**src/c2p_pkg.sv**
```systemverilog
package c2p_pkg;

	// Field widths
	localparam int COORD_WIDTH         = 16;
	localparam int ANGLE_FRACTION_BITS = 6;
	localparam int CORDIC_STEPS        = 16;
	localparam int ANGLE_WIDTH         = 9 + ANGLE_FRACTION_BITS;

	// Angle accumulator works in 2^-16 degree; x/y carry 16 guard bits
	localparam int ZBITS  = 16;
	localparam int GUARD  = 16;
	localparam int XY_W   = COORD_WIDTH + GUARD + 3;
	localparam int Z_W    = 25;
	localparam int FULL_W = 26;

	localparam int DEG90  = 90 << ZBITS;
	localparam int DEG180 = 180 << ZBITS;
	localparam int DEG360 = 360 << ZBITS;

	// Output angle rounding and wrap
	localparam int ROUND_SH    = ZBITS - ANGLE_FRACTION_BITS;
	localparam int ROUND_HALF  = 1 << (ROUND_SH - 1);
	localparam int ANGLE_WRAP  = 360 << ANGLE_FRACTION_BITS;

	// Square-root recurrence
	localparam int RAD_W = 2 * COORD_WIDTH;
	localparam int REM_W = COORD_WIDTH + 2;

	// Pipeline depth: stage 1 is the input/abs register in the top level
	localparam int ANG_DEPTH  = CORDIC_STEPS + 3;
	localparam int MAG_DEPTH  = COORD_WIDTH + 4;
	localparam int PIPE_DEPTH = (ANG_DEPTH > MAG_DEPTH) ? ANG_DEPTH : MAG_DEPTH;

	// Quadrant and axis flags of one coordinate pair
	typedef struct packed {
		logic neg_x;
		logic neg_y;
		logic x_zero;
		logic y_zero;
	} quad_t;

	// atan(2^-j) in 2^-16 degree, rounded
	function automatic logic signed [Z_W-1:0] atan_step(input logic [4:0] j);
		case (j)
			5'd0:    atan_step = Z_W'(2949120);
			5'd1:    atan_step = Z_W'(1740967);
			5'd2:    atan_step = Z_W'(919879);
			5'd3:    atan_step = Z_W'(466945);
			5'd4:    atan_step = Z_W'(234379);
			5'd5:    atan_step = Z_W'(117304);
			5'd6:    atan_step = Z_W'(58666);
			5'd7:    atan_step = Z_W'(29335);
			5'd8:    atan_step = Z_W'(14668);
			5'd9:    atan_step = Z_W'(7334);
			5'd10:   atan_step = Z_W'(3667);
			5'd11:   atan_step = Z_W'(1833);
			5'd12:   atan_step = Z_W'(917);
			5'd13:   atan_step = Z_W'(458);
			5'd14:   atan_step = Z_W'(229);
			5'd15:   atan_step = Z_W'(115);
			5'd16:   atan_step = Z_W'(57);
			5'd17:   atan_step = Z_W'(29);
			5'd18:   atan_step = Z_W'(14);
			5'd19:   atan_step = Z_W'(7);
			5'd20:   atan_step = Z_W'(4);
			5'd21:   atan_step = Z_W'(2);
			5'd22:   atan_step = Z_W'(1);
			default: atan_step = '0;
		endcase
	endfunction

endpackage

```
**src/c2p_sqrt.sv**
```systemverilog
module c2p_sqrt
	import c2p_pkg::*;
(
	input  logic                   clk,
	input  logic [PIPE_DEPTH:2]    load,
	input  logic [COORD_WIDTH-1:0] ax,
	input  logic [COORD_WIDTH-1:0] ay,
	output logic [COORD_WIDTH-1:0] magnitude
);

	logic [RAD_W-1:0]       sqx_s2, sqy_s2;
	logic [RAD_W-1:0]       rad_s  [3:COORD_WIDTH+2];
	logic [REM_W-1:0]       rem_s  [4:COORD_WIDTH+3];
	logic [COORD_WIDTH-1:0] root_s [4:COORD_WIDTH+3];
	logic [COORD_WIDTH-1:0] mag_s  [MAG_DEPTH:PIPE_DEPTH];

	logic [RAD_W-1:0]       ax_ext, ay_ext;

	assign ax_ext = RAD_W'(ax);
	assign ay_ext = RAD_W'(ay);

	// Squares, then their sum
	always_ff @(posedge clk) begin
		if (load[2]) begin
			sqx_s2 <= ax_ext * ax_ext;
			sqy_s2 <= ay_ext * ay_ext;
		end
		if (load[3]) begin
			rad_s[3] <= sqx_s2 + sqy_s2;
		end
	end

	// Restoring square root, one result bit per stage
	for (genvar i = 0; i < COORD_WIDTH; i++) begin : g_bit
		logic [REM_W-1:0]       rem_in, rem_nx;
		logic [COORD_WIDTH-1:0] root_in, root_nx;
		logic [REM_W+1:0]       shifted, trial;

		if (i == 0) begin : g_src0
			assign rem_in  = '0;
			assign root_in = '0;
		end else begin : g_srcn
			assign rem_in  = rem_s[3+i];
			assign root_in = root_s[3+i];
		end

		assign shifted = {rem_in, rad_s[3+i][RAD_W-1-2*i -: 2]};
		assign trial   = (REM_W+2)'({root_in, 2'b01});

		always_comb begin
			if (shifted >= trial) begin
				rem_nx  = REM_W'(shifted - trial);
				root_nx = {root_in[COORD_WIDTH-2:0], 1'b1};
			end else begin
				rem_nx  = REM_W'(shifted);
				root_nx = {root_in[COORD_WIDTH-2:0], 1'b0};
			end
		end

		always_ff @(posedge clk) begin
			if (load[4+i]) begin
				rem_s[4+i]  <= rem_nx;
				root_s[4+i] <= root_nx;
			end
		end

		if (i < COORD_WIDTH - 1) begin : g_rad
			always_ff @(posedge clk) begin
				if (load[4+i]) begin
					rad_s[4+i] <= rad_s[3+i];
				end
			end
		end
	end

	// Round to nearest: up when the remainder exceeds the root
	logic [REM_W-1:0]       rem_last;
	logic [COORD_WIDTH-1:0] root_last;

	assign rem_last  = rem_s[COORD_WIDTH+3];
	assign root_last = root_s[COORD_WIDTH+3];

	always_ff @(posedge clk) begin
		if (load[MAG_DEPTH]) begin
			mag_s[MAG_DEPTH] <= root_last + COORD_WIDTH'(rem_last > REM_W'(root_last));
		end
	end

	for (genvar k = MAG_DEPTH + 1; k <= PIPE_DEPTH; k++) begin : g_delay
		always_ff @(posedge clk) begin
			if (load[k]) begin
				mag_s[k] <= mag_s[k-1];
			end
		end
	end

	assign magnitude = mag_s[PIPE_DEPTH];

endmodule

```
**config.mk**
```make
export PLATFORM = sky130hd
export DESIGN_NAME = c2p_sqrt
export DESIGN_NICKNAME = d
export VERILOG_FILES = /design/src/c2p_pkg.sv /design/src/c2p_sqrt.sv
export SDC_FILE = /design/constraint.sdc
export NUM_CORES = 2
export LEC_CHECK = 0
export BUFFER_PORTS_ARGS = -buffer_cell sky130_fd_sc_hd__buf_2
export CORE_MARGIN = 1.5
export CORE_UTILIZATION = 58
export CTS_BUF_LIST = sky130_fd_sc_hd__clkbuf_16
export CTS_CLUSTER_DIAMETER = 60
export DETAILED_ROUTE_END_ITERATION = 7
export GPL_ROUTABILITY_DRIVEN = 0
export PLACE_DENSITY = 0.87
export SYNTH_ARGS = -nofsm -noshare
export SYNTH_HDL_FRONTEND = slang
export SYNTH_SLANG_ARGS = --single-unit
```
**constraint.sdc**
```tcl
create_clock -name clk -period 6.2 [get_ports clk]
set_input_delay 0.62 -clock clk [delete_from_list [all_inputs] [get_ports clk]]
set_output_delay 0.62 -clock clk [all_outputs]
set_load 0.02 [all_outputs]
```
==> impl_metrics.tcl <==
set metrics [dict create \
    clk_latency_ns 0.64 \
    synth_common_cells "edfxtp_1, inv_1, ha_1" \
    tns_ns 0 \
    first_pass_iters 6 \
    crit_buf_inv 7 \
    place_ws_ns -0.276 \
    yosysWarningCount 0 \
    synth_area_per_cell_sq_um 11.5 \
    port_buffers 67 \
    post_cts_resized 0 \
    grt_antenna_before_repair 2 \
    die_y_microns 295 \
    required_ns 6.56 \
    cts_max_path_buffers 3 \
    cts_sinks 754 \
    ys.flop_type "edfxtp_1" \
    design_area_sq_um 54900 \
    reg2reg_depth 16 \
    whs_ns 0.386 \
    multi_input_area_sq_um 24000 \
    dp_hpwl_mm 75.1 \
    final-hold-violation-count 0 \
    rsz0062_at_grt "no" \
    finalWirelength_mm 100 \
    reg2reg_slack_ns 2.33 \
    clkTransAtPathRegs_ns 0.06 \
    nets 5313 \
    cts_root_buf "clkbuf_16" \
    grt_usage_pct 23.4 \
    critPathKind "input port to flop" \
    hold_depth 0 \
    p_per_area_nw_per_um2 529 \
    netlist_instances 4299 \
    fin_ws_ns 0.310 \
    min_from "rad_s[0][417]" \
    yosysTopAreaCell "edfxtp_1" \
    syn2layout_area_growth_pct 10.8 \
    crit_fanout 6 \
    drv.max_cap_violation_count 0 \
    netlist.area_leader.share_pct 45.7 \
    fillers 5856 \
    ys_ff_latch 754 \
    grt_pass1_vias 34100 \
    overflow 0 \
    grt_pass1_wl_mm 165 \
    critPathCaptureType "flop" \
    drive_above_1_share_pct 9.09 \
    report.final.slew_viol_count 0 \
    power_leakage_nw 24.4 \
    crit_chain "buf_2 > and2_1 > fa_1 > inv_1 > fa_1 > inv_1 > fa_1 > inv_1 > fa_1 > inv_1 > fa_1 > inv_1 > fa_1 > inv_1 > ha_1 > a21oi_1 > o21ai_0 > a211o_1 > o221a_2 > a21oi_1 > nor3_1 > nor3_1 > xnor2_1" \
    instances_no_fill 5734 \
    dpl.cell_count 5593 \
    grt_max_degree 63 \
    fin_worst_skew_ns 0.0473 \
    rows 107 \
    synth_cell_types 75 \
    h-tree-depth 3 \
    synth.most_common_cell "edfxtp_1" \
    wl_per_cell_microns 17.5 \
    final.period_utilization_pct 95.0 \
    cts_tree "built" \
    drc 0 \
    synth-edff-count 754 \
    syn-num-nets 5084 \
    crit_path_start_kind "input port" \
    synth.area.top_cells "edfxtp_1, fa_1, ha_1, inv_1, xnor2_1" \
    maxSlewHeadroom_pct 28.6 \
    seq_area_sq_um 22600 \
    irDropWorstVdd_v 0.000862 \
    numCtsBuffers 77 \
    r2r_end "mag_s[20][12]" \
    post_dp_cell_area_sq_um 52300 \
    yosysSeqAreaShare_pct 45.7 \
    drtIter0Drc 2368 \
    coreArea_sq_um 84900 \
    finish.utilization_pct 64.7 \
    io_pins 68 \
    dr_total_vias 32300 \
    start_util_pct 58.4 \
    cts_hold_buf 0 \
    via_per_inst 5.64 \
    post_cts_buffers 0 \
    critPathArrivalTime_ns 6.25 \
    drtAntennaViolNets 0 \
    slowest_delay_ns 0.55 \
    ys_async_sr_fraction_pct 0 \
    hold_path_end "rad_s[0][449]" \
    critPathTopFamily "adder cells" \
    syn_area_sq_um 49600 \
    die_x_microns 295 \
    setup_viol 0 \
    cpMaxStageDelayCell "fa_1" \
    r2r_start "root_s[0][307]" \
    die_area_sq_um 87300 \
    status "finished, final reports clean" \
    fin_crit_ns 5.89 \
    worst_pin_slew_ns 1.07 \
    hp-class "flop to flop" \
    p_total_mw 29.0 \
    max_freq_mhz 170 \
]
cells in the final DEF (no fill, tap or decap), types with 8 or more instances in the layout:
cell type / Yosys / layout
nor2b_1: 48 / 48
xor2_1: 133 / 133
nand3b_1: 8 / 8
o21bai_1: 17 / 17
clkinv_1: 1 / 9
nor2_1: 186 / 186
clkinv_2: 0 / 15
nand2_1: 316 / 314
o211ai_1: 10 / 10
or4_1: 16 / 16
edfxtp_1: 754 / 754
ha_1: 402 / 400
nand3_1: 50 / 50
inv_1: 704 / 716
fa_1: 331 / 331
buf_2: 3 / 67
xnor2_1: 196 / 196
a21oi_1: 204 / 204
a31o_2: 10 / 10
a211oi_1: 17 / 16
a31oi_1: 27 / 25
clkbuf_16: 0 / 77
a21o_1: 96 / 96
buf_4: 0 / 164
o21ai_0: 157 / 157
o31ai_1: 13 / 13
mux2_2: 24 / 24
nor4_1: 31 / 31
or3_1: 17 / 17
nor3_1: 71 / 70
a221oi_1: 9 / 9
and2_1: 111 / 111
nand4_1: 37 / 37
nand2b_1: 37 / 37
or2_2: 14 / 14
and3_1: 23 / 23
bufinv_16: 0 / 9
o21a_1: 42 / 42
kinds of logic after synthesis:
family	after synthesis	share of synthesized area, %
AOI/OAI and AO/OA	672	8.49
xor gates and xnor gates	329	5.81
adders and majority gates	733	23.5
buffers and inverters	787	5.96
DFF	754	45.7
muxes	30	0.666
other	1	0.00756
and+or+nand+nor	993	9.90
sequential cells by signal (all words and copies together), names as in the netlist:
register  flops
mag_s        16
rad_s       272
rem_s       268
root_s      136
sqx_s2       31
sqy_s2       31
worst max-delay path by stage:
| stage | from | end | slack [ns] | depth (start not counted) |
|---|---|---|---|---|
| 2_1_floorplan | ax[7] | sqx_s2[30] | 0.01 | 20 |
| 3_3_place_gp | ay[1] | sqy_s2[24] | -0.14 | 23 |
| 3_5_place_dp | ay[1] | sqy_s2[24] | -0.28 | 23 |
| 4_1_cts | ay[1] | sqy_s2[24] | 0.39 | 23 |
| 5_1_grt | ax[6] | sqx_s2[24] | 0.0006 | 21 |
| 6_report | ay[1] | sqy_s2[24] | 0.31 | 23 |
area by class of cell:
type                            instances  share of cell area (%)
Multi-Input combinational cell       2758                    43.8
Clock inverter                         63                    1.21
Tap cell                             1144                    2.61
Clock buffer                           77                    3.51
Antenna cell                            1                 0.00456
Sequential cell                       754                    41.2
Timing Repair Buffer                  231                    2.85
Inverter                              706                    4.82
per-layer routing:
metal	wire length [microns]	vias to the layer above	track usage, %
li1	-	15200	-
met2	53500	1051	44.0
met5	17	-	0
met4	4470	2	10.9
met1	37800	15800	26.3
met3	4610	335	3.03
power by group:
part	internal, mW	switching [mW]	total (mW)	leakage (nW)
combinational	7.63	8.68	16.3	15.9
sequential	7.49	0.545	8.04	7.22
clock	2.69	2.01	4.70	1.30
worst register-to-register path, cell delays in order (launching register included):
cell and delay [ns]:
edfxtp_1 0.47, inv_1 0.13, ha_1 0.25, a21o_1 0.19, a21o_1 0.18, a21oi_1 0.14, nor2_1 0.05, a2111oi_0 0.66
o21ai_0 0.16, a31oi_1 0.38, a41oi_1 0.10, ha_1 0.24, ha_1 0.22, nand2_1 0.14, nor3_1 0.12, nand3_1 0.12
xnor2_1 0.07
(Power assumes the default switching activity.)
